[src/hdl/sensor_timestamp_aligner_assert.svh]
// assertion macros for the sensor timestamp aligner
`ifndef SENSOR_TIMESTAMP_ALIGNER_ASSERT_SVH
`define SENSOR_TIMESTAMP_ALIGNER_ASSERT_SVH
`ifndef NO_ASSERTIONS
// implication checked at every clock edge outside reset
`define STA_ASSERT(lbl, clk, rstn, prop, msg) \
    lbl: assert property (@(posedge clk) disable iff (!rstn) (prop)) else $error(msg);
// condition that must never hold outside reset
`define STA_NEVER(lbl, clk, rstn, cond, msg) \
    lbl: assert property (@(posedge clk) disable iff (!rstn) !(cond)) else $error(msg);
`else
`define STA_ASSERT(lbl, clk, rstn, prop, msg)
`define STA_NEVER(lbl, clk, rstn, cond, msg)
`endif
`endif

[src/hdl/sta_pkg.sv]
// shared types, constants and helpers of the sensor timestamp aligner
`default_nettype none
package sta_pkg;

    localparam int TIME_W   = 63;
    localparam int CMD_W    = 3;
    localparam int STREAM_W = 2;
    localparam int CFG_W    = 30;
    localparam int CFG_IDX_W = 2;

    localparam int STA_NUM_STREAMS = 4;

    localparam logic [TIME_W-1:0] STAMP_MAX = {TIME_W{1'b1}};

    // configuration register indexes
    localparam logic [CFG_IDX_W-1:0] REG_PAIR_WINDOW = 2'd0;
    localparam logic [CFG_IDX_W-1:0] REG_FRAME_MIN   = 2'd1;
    localparam logic [CFG_IDX_W-1:0] REG_FRAME_MAX   = 2'd2;

    // configuration reset values
    localparam logic [CFG_W-1:0] PAIR_WINDOW_RST = 30'd10000000;
    localparam logic [CFG_W-1:0] FRAME_MIN_RST   = 30'd7000000;
    localparam logic [CFG_W-1:0] FRAME_MAX_RST   = 30'd16000000;

    // item kinds
    typedef enum logic [CMD_W-1:0] {
        CMD_FC_PULSE  = 3'd0,
        CMD_MCU_PULSE = 3'd1,
        CMD_FC_DATA   = 3'd2,
        CMD_MCU_DATA  = 3'd3,
        CMD_CAM_TRIG  = 3'd4,
        CMD_CAM_FRAME = 3'd5
    } cmd_t;

    typedef struct packed {
        logic [CFG_W-1:0] pair_window;
        logic [CFG_W-1:0] frame_min;
        logic [CFG_W-1:0] frame_max;
    } cfg_t;

    typedef struct packed {
        logic [TIME_W-1:0] host;
        logic [TIME_W-1:0] stamp;
    } sync_entry_t;

    typedef struct packed {
        logic [CMD_W-1:0]    kind;
        logic [STREAM_W-1:0] stream;
        logic [TIME_W-1:0]   stamp;
        logic                from_trigger;
    } result_t;

    // address bits for a table of n streams
    function automatic int addr_width(input int n);
        return (n > 1) ? $clog2(n) : 1;
    endfunction

    // clamp a 65-bit two's complement sum to [0, STAMP_MAX]
    function automatic logic [TIME_W-1:0] sat_stamp(input logic [TIME_W+1:0] v);
        logic [TIME_W-1:0] r;
        if (v[TIME_W+1]) begin
            r = '0;
        end else if (v[TIME_W]) begin
            r = STAMP_MAX;
        end else begin
            r = v[TIME_W-1:0];
        end
        return r;
    endfunction

endpackage
`default_nettype wire

[src/hdl/sensor_timestamp_aligner.sv]
// Sensor timestamp aligner: top level with stream ports, config registers and result register.
// An item accepted on s_ is registered in the alignment stage; its result then moves into the result register on m_.
// Throughput: one item per cycle; s_tready drops only while a result waits in the
// alignment stage behind a full, unaccepted result register.
// Reset: config registers return to their defaults and all pulse, offset, trigger and
// per-stream sync valid flags clear at once; the sync point memory is not cleared.
`default_nettype none
module sensor_timestamp_aligner #(
    parameter int NUM_STREAMS = sta_pkg::STA_NUM_STREAMS
) (
    input  wire logic                            aclk,
    input  wire logic                            aresetn,
    input  wire logic                            s_tvalid,
    output logic                                 s_tready,
    // host_time [62:0], hw_time [125:63], zero [127:126]
    input  wire logic [127:0]                    s_tdata,
    // command [2:0], stream [4:3]
    input  wire logic [4:0]                      s_tuser,
    output logic                                 m_tvalid,
    input  wire logic                            m_tready,
    // stamp [62:0], zero [63]
    output logic [63:0]                          m_tdata,
    // kind [2:0], stream_out [4:3], from_trigger [5]
    output logic [5:0]                           m_tuser,
    input  wire logic                            cfg_we,
    input  wire logic [sta_pkg::CFG_IDX_W-1:0]   cfg_index,
    input  wire logic [sta_pkg::CFG_W-1:0]       cfg_wdata
);
    import sta_pkg::*;

    localparam int AW = addr_width(NUM_STREAMS);

    cfg_t        cfg_reg;
    logic        m_valid_reg;
    result_t     m_res_reg;
    logic        out_free;
    logic        res_load;
    result_t     res;
    logic        rd_en;
    logic [AW-1:0] rd_addr;
    sync_entry_t rd_entry;
    logic        wr_en;
    logic [AW-1:0] wr_addr;
    sync_entry_t wr_entry;

    // configuration registers
    always_ff @(posedge aclk) begin
        if (!aresetn) begin
            cfg_reg.pair_window <= PAIR_WINDOW_RST;
            cfg_reg.frame_min   <= FRAME_MIN_RST;
            cfg_reg.frame_max   <= FRAME_MAX_RST;
        end else if (cfg_we) begin
            case (cfg_index)
                REG_PAIR_WINDOW: cfg_reg.pair_window <= cfg_wdata;
                REG_FRAME_MIN:   cfg_reg.frame_min   <= cfg_wdata;
                REG_FRAME_MAX:   cfg_reg.frame_max   <= cfg_wdata;
                default: begin
                end
            endcase
        end
    end

    // alignment stage
    sta_align_core #(
        .NUM_STREAMS (NUM_STREAMS)
    ) u_core (
        .aclk      (aclk),
        .aresetn   (aresetn),
        .in_valid  (s_tvalid),
        .in_ready  (s_tready),
        .in_cmd    (s_tuser[2:0]),
        .in_stream (s_tuser[4:3]),
        .in_host   (s_tdata[62:0]),
        .in_hw     (s_tdata[125:63]),
        .cfg       (cfg_reg),
        .out_free  (out_free),
        .res_load  (res_load),
        .res       (res),
        .rd_en     (rd_en),
        .rd_addr   (rd_addr),
        .rd_entry  (rd_entry),
        .wr_en     (wr_en),
        .wr_addr   (wr_addr),
        .wr_entry  (wr_entry)
    );

    // sync point storage
    sta_sync_mem #(
        .NUM_STREAMS (NUM_STREAMS)
    ) u_mem (
        .aclk     (aclk),
        .aresetn  (aresetn),
        .rd_en    (rd_en),
        .rd_addr  (rd_addr),
        .rd_entry (rd_entry),
        .wr_en    (wr_en),
        .wr_addr  (wr_addr),
        .wr_entry (wr_entry)
    );

    // result register
    assign out_free = !m_valid_reg || m_tready;

    always_ff @(posedge aclk) begin
        if (!aresetn) begin
            m_valid_reg <= 1'b0;
        end else if (res_load) begin
            m_valid_reg <= 1'b1;
        end else if (m_tready) begin
            m_valid_reg <= 1'b0;
        end
    end

    always_ff @(posedge aclk) begin
        if (res_load) begin
            m_res_reg <= res;
        end
    end

    assign m_tvalid = m_valid_reg;
    assign m_tdata  = {1'b0, m_res_reg.stamp};
    assign m_tuser  = {m_res_reg.from_trigger, m_res_reg.stream, m_res_reg.kind};

endmodule
`default_nettype wire

[src/hdl/sta_sync_mem.sv]
// per-stream sync point memory with registered read and write forwarding
`default_nettype none
module sta_sync_mem #(
    parameter int NUM_STREAMS = sta_pkg::STA_NUM_STREAMS,
    localparam int AW = sta_pkg::addr_width(NUM_STREAMS)
) (
    input  wire logic                  aclk,
    input  wire logic                  aresetn,
    input  wire logic                  rd_en,
    input  wire logic [AW-1:0]         rd_addr,
    output sta_pkg::sync_entry_t       rd_entry,
    input  wire logic                  wr_en,
    input  wire logic [AW-1:0]         wr_addr,
    input  sta_pkg::sync_entry_t       wr_entry
);
    import sta_pkg::*;

    sync_entry_t mem [NUM_STREAMS];
    sync_entry_t rd_data_reg;
    sync_entry_t fwd_data_reg;
    logic        fwd_hit_reg;

    // storage write port
    always_ff @(posedge aclk) begin
        if (wr_en) begin
            mem[wr_addr] <= wr_entry;
        end
    end

    // read port, captured with the item that asks for it
    always_ff @(posedge aclk) begin
        if (rd_en) begin
            rd_data_reg  <= mem[rd_addr];
            fwd_data_reg <= wr_entry;
        end
    end

    // a write in the same cycle as the read wins over the stale array data
    always_ff @(posedge aclk) begin
        if (!aresetn) begin
            fwd_hit_reg <= 1'b0;
        end else if (rd_en) begin
            fwd_hit_reg <= wr_en && (wr_addr == rd_addr);
        end
    end

    assign rd_entry = fwd_hit_reg ? fwd_data_reg : rd_data_reg;

endmodule
`default_nettype wire

[src/hdl/sta_align_core.sv]
// alignment stage: clock offset, trigger and sync point logic
`default_nettype none
`include "sensor_timestamp_aligner_assert.svh"
module sta_align_core #(
    parameter int NUM_STREAMS = sta_pkg::STA_NUM_STREAMS,
    localparam int AW = sta_pkg::addr_width(NUM_STREAMS)
) (
    input  wire logic                          aclk,
    input  wire logic                          aresetn,
    input  wire logic                          in_valid,
    output logic                               in_ready,
    input  wire logic [sta_pkg::CMD_W-1:0]     in_cmd,
    input  wire logic [sta_pkg::STREAM_W-1:0]  in_stream,
    input  wire logic [sta_pkg::TIME_W-1:0]    in_host,
    input  wire logic [sta_pkg::TIME_W-1:0]    in_hw,
    input  sta_pkg::cfg_t                      cfg,
    input  wire logic                          out_free,
    output logic                               res_load,
    output sta_pkg::result_t                   res,
    output logic                               rd_en,
    output logic [AW-1:0]                      rd_addr,
    input  sta_pkg::sync_entry_t               rd_entry,
    output logic                               wr_en,
    output logic [AW-1:0]                      wr_addr,
    output sta_pkg::sync_entry_t               wr_entry
);
    import sta_pkg::*;

    localparam int SX_W = 5;

    // stage registers
    logic                s1_valid_reg;
    logic [CMD_W-1:0]    s1_cmd_reg;
    logic [STREAM_W-1:0] s1_stream_reg;
    logic [TIME_W-1:0]   s1_host_reg;
    logic [TIME_W-1:0]   s1_hw_reg;

    // clock state
    logic [TIME_W-1:0]   fc_host_reg, fc_host_next;
    logic [TIME_W-1:0]   fc_hw_reg, fc_hw_next;
    logic                fc_seen_reg, fc_seen_next;
    logic [TIME_W-1:0]   mcu_host_reg, mcu_host_next;
    logic [TIME_W-1:0]   mcu_hw_reg, mcu_hw_next;
    logic                mcu_seen_reg, mcu_seen_next;
    logic [TIME_W:0]     offset_reg, offset_next;
    logic                offset_valid_reg, offset_valid_next;
    logic [TIME_W-1:0]   trig_host_reg, trig_host_next;
    logic [TIME_W-1:0]   trig_stamp_reg, trig_stamp_next;
    logic                trig_valid_reg, trig_valid_next;
    logic [NUM_STREAMS-1:0] sync_valid_reg, sync_valid_next;

    logic                accept;
    logic                go;
    logic                res_valid;
    logic                s1_valid_next;
    logic [SX_W-1:0]     s1_sx;
    logic [SX_W-1:0]     in_sx;
    logic [AW-1:0]       s1_addr;
    logic                in_range;
    logic                sync_ok;
    logic [TIME_W+1:0]   corr_sum;
    logic [TIME_W-1:0]   corr_stamp;
    logic [TIME_W+1:0]   extr_sum;
    logic [TIME_W:0]     frame_dly;
    logic                frame_after;
    logic                in_win;
    logic [TIME_W-1:0]   peer_host;
    logic [TIME_W-1:0]   host_diff;
    logic                peer_seen;
    logic                pair_ok;
    logic [TIME_W:0]     pair_offset;

    // handshake and stage advance
    assign go       = s1_valid_reg && (!res_valid || out_free);
    assign in_ready = !s1_valid_reg || go;
    assign accept   = in_valid && in_ready;
    assign res_load = go && res_valid;

    assign in_sx   = {{(SX_W-STREAM_W){1'b0}}, in_stream};
    assign s1_sx   = {{(SX_W-STREAM_W){1'b0}}, s1_stream_reg};
    assign rd_en   = accept;
    assign rd_addr = in_sx[AW-1:0];
    assign s1_addr = s1_sx[AW-1:0];
    assign in_range = s1_sx < SX_W'(NUM_STREAMS);
    assign sync_ok  = in_range && sync_valid_reg[s1_addr];

    // offset correction of the hardware time
    assign corr_sum   = {2'b00, s1_hw_reg} + {offset_reg[TIME_W], offset_reg};
    assign corr_stamp = sat_stamp(corr_sum);

    // extrapolation from the stream's sync point
    assign extr_sum = {2'b00, rd_entry.stamp} + {2'b00, s1_host_reg}
                    - {2'b00, rd_entry.host};

    // frame delay after the trigger
    assign frame_dly   = {1'b0, s1_host_reg} - {1'b0, trig_host_reg};
    assign frame_after = s1_host_reg > trig_host_reg;
    assign in_win = frame_after
                 && (frame_dly[TIME_W-1:0] > {{(TIME_W-CFG_W){1'b0}}, cfg.frame_min})
                 && (frame_dly[TIME_W-1:0] <= {{(TIME_W-CFG_W){1'b0}}, cfg.frame_max});

    // pulse pairing against the latest pulse of the other clock
    assign peer_host = (s1_cmd_reg == CMD_FC_PULSE) ? mcu_host_reg : fc_host_reg;
    assign peer_seen = (s1_cmd_reg == CMD_FC_PULSE) ? mcu_seen_reg : fc_seen_reg;
    assign host_diff = (s1_host_reg > peer_host) ? (s1_host_reg - peer_host)
                                                 : (peer_host - s1_host_reg);
    assign pair_ok   = peer_seen
                    && (host_diff < {{(TIME_W-CFG_W){1'b0}}, cfg.pair_window});
    assign pair_offset = (s1_cmd_reg == CMD_FC_PULSE)
                       ? ({1'b0, s1_hw_reg} - {1'b0, mcu_hw_reg})
                       : ({1'b0, fc_hw_reg} - {1'b0, s1_hw_reg});

    // per-item decision
    always_comb begin
        fc_host_next      = fc_host_reg;
        fc_hw_next        = fc_hw_reg;
        fc_seen_next      = fc_seen_reg;
        mcu_host_next     = mcu_host_reg;
        mcu_hw_next       = mcu_hw_reg;
        mcu_seen_next     = mcu_seen_reg;
        offset_next       = offset_reg;
        offset_valid_next = offset_valid_reg;
        trig_host_next    = trig_host_reg;
        trig_stamp_next   = trig_stamp_reg;
        trig_valid_next   = trig_valid_reg;
        sync_valid_next   = sync_valid_reg;
        res_valid         = 1'b0;
        res.kind          = s1_cmd_reg;
        res.stream        = s1_stream_reg;
        res.stamp         = s1_hw_reg;
        res.from_trigger  = 1'b0;
        wr_en             = 1'b0;
        wr_addr           = s1_addr;
        wr_entry.host     = s1_host_reg;
        wr_entry.stamp    = trig_stamp_reg;
        case (s1_cmd_reg)
            CMD_FC_PULSE: begin
                fc_seen_next = 1'b1;
                fc_host_next = s1_host_reg;
                fc_hw_next   = s1_hw_reg;
                if (pair_ok) begin
                    offset_next       = pair_offset;
                    offset_valid_next = 1'b1;
                end
            end
            CMD_MCU_PULSE: begin
                mcu_seen_next = 1'b1;
                mcu_host_next = s1_host_reg;
                mcu_hw_next   = s1_hw_reg;
                if (pair_ok) begin
                    offset_next       = pair_offset;
                    offset_valid_next = 1'b1;
                end
            end
            CMD_FC_DATA: begin
                res_valid = offset_valid_reg;
            end
            CMD_MCU_DATA: begin
                res_valid = offset_valid_reg;
                res.stamp = corr_stamp;
            end
            CMD_CAM_TRIG: begin
                if (offset_valid_reg) begin
                    trig_valid_next = 1'b1;
                    trig_stamp_next = corr_stamp;
                    trig_host_next  = s1_host_reg;
                end
            end
            CMD_CAM_FRAME: begin
                if (in_range && trig_valid_reg) begin
                    if (in_win) begin
                        res_valid        = 1'b1;
                        res.stamp        = trig_stamp_reg;
                        res.from_trigger = 1'b1;
                        wr_en            = go;
                        sync_valid_next[s1_addr] = 1'b1;
                    end else if (sync_ok) begin
                        res_valid = 1'b1;
                        res.stamp = sat_stamp(extr_sum);
                    end
                end
            end
            default: begin
            end
        endcase
    end

    assign s1_valid_next = accept ? 1'b1 : (go ? 1'b0 : s1_valid_reg);

    // stage payload
    always_ff @(posedge aclk) begin
        if (accept) begin
            s1_cmd_reg    <= in_cmd;
            s1_stream_reg <= in_stream;
            s1_host_reg   <= in_host;
            s1_hw_reg     <= in_hw;
        end
    end

    // control and clock state, updated once per item as it leaves the stage
    always_ff @(posedge aclk) begin
        if (!aresetn) begin
            s1_valid_reg     <= 1'b0;
            fc_host_reg      <= '0;
            fc_hw_reg        <= '0;
            fc_seen_reg      <= 1'b0;
            mcu_host_reg     <= '0;
            mcu_hw_reg       <= '0;
            mcu_seen_reg     <= 1'b0;
            offset_reg       <= '0;
            offset_valid_reg <= 1'b0;
            trig_host_reg    <= '0;
            trig_stamp_reg   <= '0;
            trig_valid_reg   <= 1'b0;
            sync_valid_reg   <= '0;
        end else begin
            s1_valid_reg <= s1_valid_next;
            if (go) begin
                fc_host_reg      <= fc_host_next;
                fc_hw_reg        <= fc_hw_next;
                fc_seen_reg      <= fc_seen_next;
                mcu_host_reg     <= mcu_host_next;
                mcu_hw_reg       <= mcu_hw_next;
                mcu_seen_reg     <= mcu_seen_next;
                offset_reg       <= offset_next;
                offset_valid_reg <= offset_valid_next;
                trig_host_reg    <= trig_host_next;
                trig_stamp_reg   <= trig_stamp_next;
                trig_valid_reg   <= trig_valid_next;
                sync_valid_reg   <= sync_valid_next;
            end
        end
    end

    // checks
    `STA_ASSERT(a_wr_on_advance, aclk, aresetn, wr_en |-> go && in_range, "sync write outside an advancing frame")
    `STA_NEVER(a_offset_sticky, aclk, aresetn, $fell(offset_valid_reg), "offset valid dropped")
    `STA_ASSERT(a_trig_needs_offset, aclk, aresetn, trig_valid_reg |-> offset_valid_reg, "trigger stored without offset")
    `STA_ASSERT(a_stall_holds, aclk, aresetn, (s1_valid_reg && !go) |=> (s1_valid_reg && $stable(s1_cmd_reg) && $stable(s1_host_reg)), "stalled item lost")

endmodule
`default_nettype wire

[config.mk]
export PLATFORM = sky130hd
export DESIGN_NAME = sensor_timestamp_aligner
export DESIGN_NICKNAME = d
export VERILOG_FILES = /design/src/hdl/sta_pkg.sv /design/src/hdl/sensor_timestamp_aligner.sv /design/src/hdl/sta_sync_mem.sv /design/src/hdl/sta_align_core.sv
export VERILOG_INCLUDE_DIRS = /design/src /design/src/hdl
export SDC_FILE = /design/constraint.sdc
export NUM_CORES = 2
export LEC_CHECK = 0
export BUFFER_PORTS_ARGS = -buffer_cell sky130_fd_sc_hd__buf_2
export CORE_AREA = 2 2 362 400
export DETAILED_ROUTE_END_ITERATION = 10
export DIE_AREA = 0 0 364 402
export HOLD_SLACK_MARGIN = 0.15
export PLACE_DENSITY_LB_ADDON = 0.08
export SYNTH_ARGS = -nofsm -noshare
export SYNTH_HDL_FRONTEND = slang
export SYNTH_HIERARCHICAL = 1
export SYNTH_SLANG_ARGS = --single-unit
[constraint.sdc]
create_clock -name aclk -period 28.9 [get_ports aclk]
set_input_delay 5.78 -clock aclk [delete_from_list [all_inputs] [get_ports aclk]]
set_output_delay 5.78 -clock aclk [all_outputs]
set_load 0.005 [all_outputs]
==> flow_summary_export.csv <==
group,metric,value,unit
grt,grt_max_degree,123,
synth,seq_area_frac_synth,0.450,
cells_and_area,nets,9717,
cts,post-cts-setup-buffers,0,
cts,cts_max_path_buffers,3,
critical_path,cp_data_arrival_time,9.41,ns
cells_and_area,seq_area,39600,sq um
routing,drt-wirelength-per-cell,24.2,microns
routing,ant_nets,0,
power,p_sw_frac,0.293,
power,p_leak,38.2,nW
placement,hpwl,195,mm
synth,synth_top_flop_cell,"edfxtp_1",
cts,cts_resized,0,
sta,rsz0062_at_grt,"no",
grt,overflow,0,
cts,clkTransAtPathRegs,0.06,ns
routing,drtIter0Drc,7385,
floorplan,die_w,364,microns
critical_path,start_kind,"flip-flop",
cells_and_area,final_cell_mix,"1176 x nand2_1, 956 x edfxtp_1, 947 x a21oi_1",
cells_and_area,areaGrowthSynthToFinish,8.85,%
synth,synth_top_area_share,0.327,
min_path,min-delay-start,"u_core/mcu_host_reg[20]",
sta,relSlewSlack,0.209,
critical_path,cp.required,23.12,ns
critical_path,critical-path-max-stage-delay,0.81,ns
critical_path,end_kind,"output pin",
routing,firstDrtPassIters,9,
synth,yosys_warnings,6,
synth,synth_seq_cells,1499,
cts,htree_levels,4,
synth,synth_edf_count,956,
power,p_per_area,57.0,nW/um^2
cells_and_area,multi_input_area,43800,sq um
critical_path,r2r_cells,32,
power,intPower,3.85,mW
sta,drv_slew,0,
min_path,hold_end,"u_core/mcu_host_reg[20]",
power,ir_drop,66.0,uV
floorplan,io_pins,242,
cts,insertion_delay,0.84,ns
synth,yosysTopAreaCell,"edfxtp_1",
floorplan,die-area,146000,sq um
synth,synthArstFlopShare,0,
synth,synth_cells,8919,
critical_path,cpMaxStageDelayCell,"nor4_1",
critical_path,r2r-start,"u_core/s1_cmd_reg[0]",
sta,finClkSkew,0.0339,ns
cells_and_area,finish.utilization,0.670,
grt,grt_pass1_vias,67543,
critical_path,crit_type,"reg -> out",
synth,syn-num-nets,9688,
outcome,status,"completed",
synth,yosysUniqueCellTypes,103,
routing,wirelength,267,mm
cts,tritoncts,"yes",
floorplan,start_util,0.616,
cts,cts_buffers,155,
floorplan,die_h,402,microns
power,clock_power_share,0.377,
sta,setup_violations,0,
routing,vias,69667,
sta,worst_pin_slew,1.16,ns
critical_path,rrSetupSlack,17.11,ns
cells_and_area,nFillCells,10882,
cts,cts-root-buf,"clkbuf_16",
synth,syn-cell-area,87900,sq um
grt,track_usage,0.358,
synth,syn_avg_cell_area,9.85,sq um
critical_path,reg2reg_to,"u_core/offset_reg[13]",
cts,clock_sinks,1499,
power,power_frac_comb,0.186,
min_path,min_path_type,"reg -> reg",
routing,routed_via_density,6.33,
synth,synth.area.top_cells,"edfxtp_1 33%, dfxtp_1 12%, ha_1 7.5%",
min_path,holdPathStages,2,
power,power_switching,1.60,mW
sta,fin_crit_sh,0.526,
grt,grt_pass1_wl,400,mm
sta,fmax,65.8,MHz
placement,numPortBuffers,238,
run,drv_cap,0,
placement,globalplace.congestion,0.993,
floorplan,rows,146,
critical_path,critPathMaxFanout,10,
routing,drc,0,
cells_and_area,layout_commonest_cell,"nand2_1",
cts,cts_hold_buf,0,
power,p_seq_frac,0.436,
cells_and_area,largest_reg_flops,504,
sta,hold_viol,0,
grt,antenna_found_initial,4,
cells_and_area,drive_gt1_frac,0.104,
floorplan,core-area,143000,sq um
sta,tns,0,ns
sta,period_minus_slack,15.19,ns
==> power groups by stage <==
stage / Combinational (mW) / Sequential, mW / Clock [mW]
2_1_floorplan: 0.698 / 2.41 / 0
3_3_place_gp: 0.970 / 2.42 / 0
3_5_place_dp: 0.984 / 2.42 / 0
4_1_cts: 0.994 / 2.38 / 2.08
5_1_grt: 1.10 / 2.38 / 2.16
6_report: 1.01 / 2.38 / 2.06
==> metrics by stage <==
step / power [mW] / area, sq um / std cells / hold slack (ns) / worst slack [ns]
2_1_floorplan: 3.11 / 87900 / 8919 / 0.420 / 4.77
3_3_place_gp: 3.39 / 90400 / 10715 / 0.429 / 14.69
3_5_place_dp: 3.41 / 90400 / 10715 / 0.445 / 14.66
6_report: 5.45 / 95700 / 11008 / 0.454 / 13.71
5_1_grt: 5.64 / 95600 / 11007 / 0.468 / 13.40
4_1_cts: 5.46 / 95600 / 11006 / 0.454 / 13.76
==> routing by layer <==
layer | GRT usage | vias to the layer above | share of wire
met1 | 0.463 | 33493 | 0.40
li1 | - | 32286 | -
met5 | 0 | - | 0.000049
met3 | 0.0479 | 643 | 0.075
met2 | 0.589 | 3243 | 0.47
met4 | 0.186 | 2 | 0.056
==> final cells by class <==
cell class / instances / area share
Antenna cell: 2 / 0.0000523
Clock buffer: 201 / 0.0440
Clock inverter: 90 / 0.0111
Inverter: 719 / 0.0283
Multi-Input combinational cell: 6245 / 0.458
Sequential cell: 1499 / 0.414
Tap cell: 1924 / 0.0252
Timing Repair Buffer: 328 / 0.0199
==> critical path, delay by kind of cell (launching register included) <==
family,cells,cell delay (ns)
AND/OR/NAND/NOR,11,3.16
buffers and inverters,5,0.83
adder cells (fa/ha/maj),3,0.90
flip-flops,1,0.55
XOR/XNOR,1,0.11
AO/OA/AOI/OAI,8,3.03
==> worst max path at each step <==
stage	slack [ns]	endpoint	depth (start not counted)	start
floorplan	4.77	u_mem/fwd_hit_reg	6	m_tready
global placement	14.69	s_tready	28	u_core/s1_host_reg[0]
detailed placement	14.66	s_tready	28	u_core/s1_host_reg[0]
CTS	13.76	s_tready	28	u_core/s1_host_reg[0]
global route	13.40	s_tready	28	u_core/s1_host_reg[0]
finish	13.71	s_tready	28	u_core/s1_host_reg[0]
==> synth_stat cells, types with 57 or more instances <==
library cell and count:
a21o_1 264, a31oi_1 72, dfxtp_1 543, nand2_1 1177, clkbuf_1 311, fa_1 69
nand4_1 128, o21ai_0 416, mux2i_1 228, nor2b_1 90, o21bai_1 81, o211ai_1 71
edfxtp_1 956, mux4_2 126, inv_1 719, mux2_2 134, xor2_1 123, buf_2 86
a211oi_1 93, nor3_1 67, ha_1 530, nand2b_1 57, xnor2_1 184, a21oi_1 950
o21a_1 78, nor2_1 462, nand3_1 118
==> cells by family (layout without fill, tap and decap cells) <==
logic type               count (synthesis)  after routing  share of synthesized area
AND/OR/NAND/NOR                       2406           2406                      0.125
AO/OA/AOI/OAI                         2444           2444                      0.174
XOR/XNOR                               307            307                     0.0306
multiplexers                           488            488                     0.0754
buffers and inverters                 1175           1338                     0.0536
other                                    1              3                  0.0000427
flip-flops                            1499           1499                      0.450
adder cells (fa/ha/maj)                599            599                     0.0912
No activity file was read; power rests on OpenSTA's default activity.
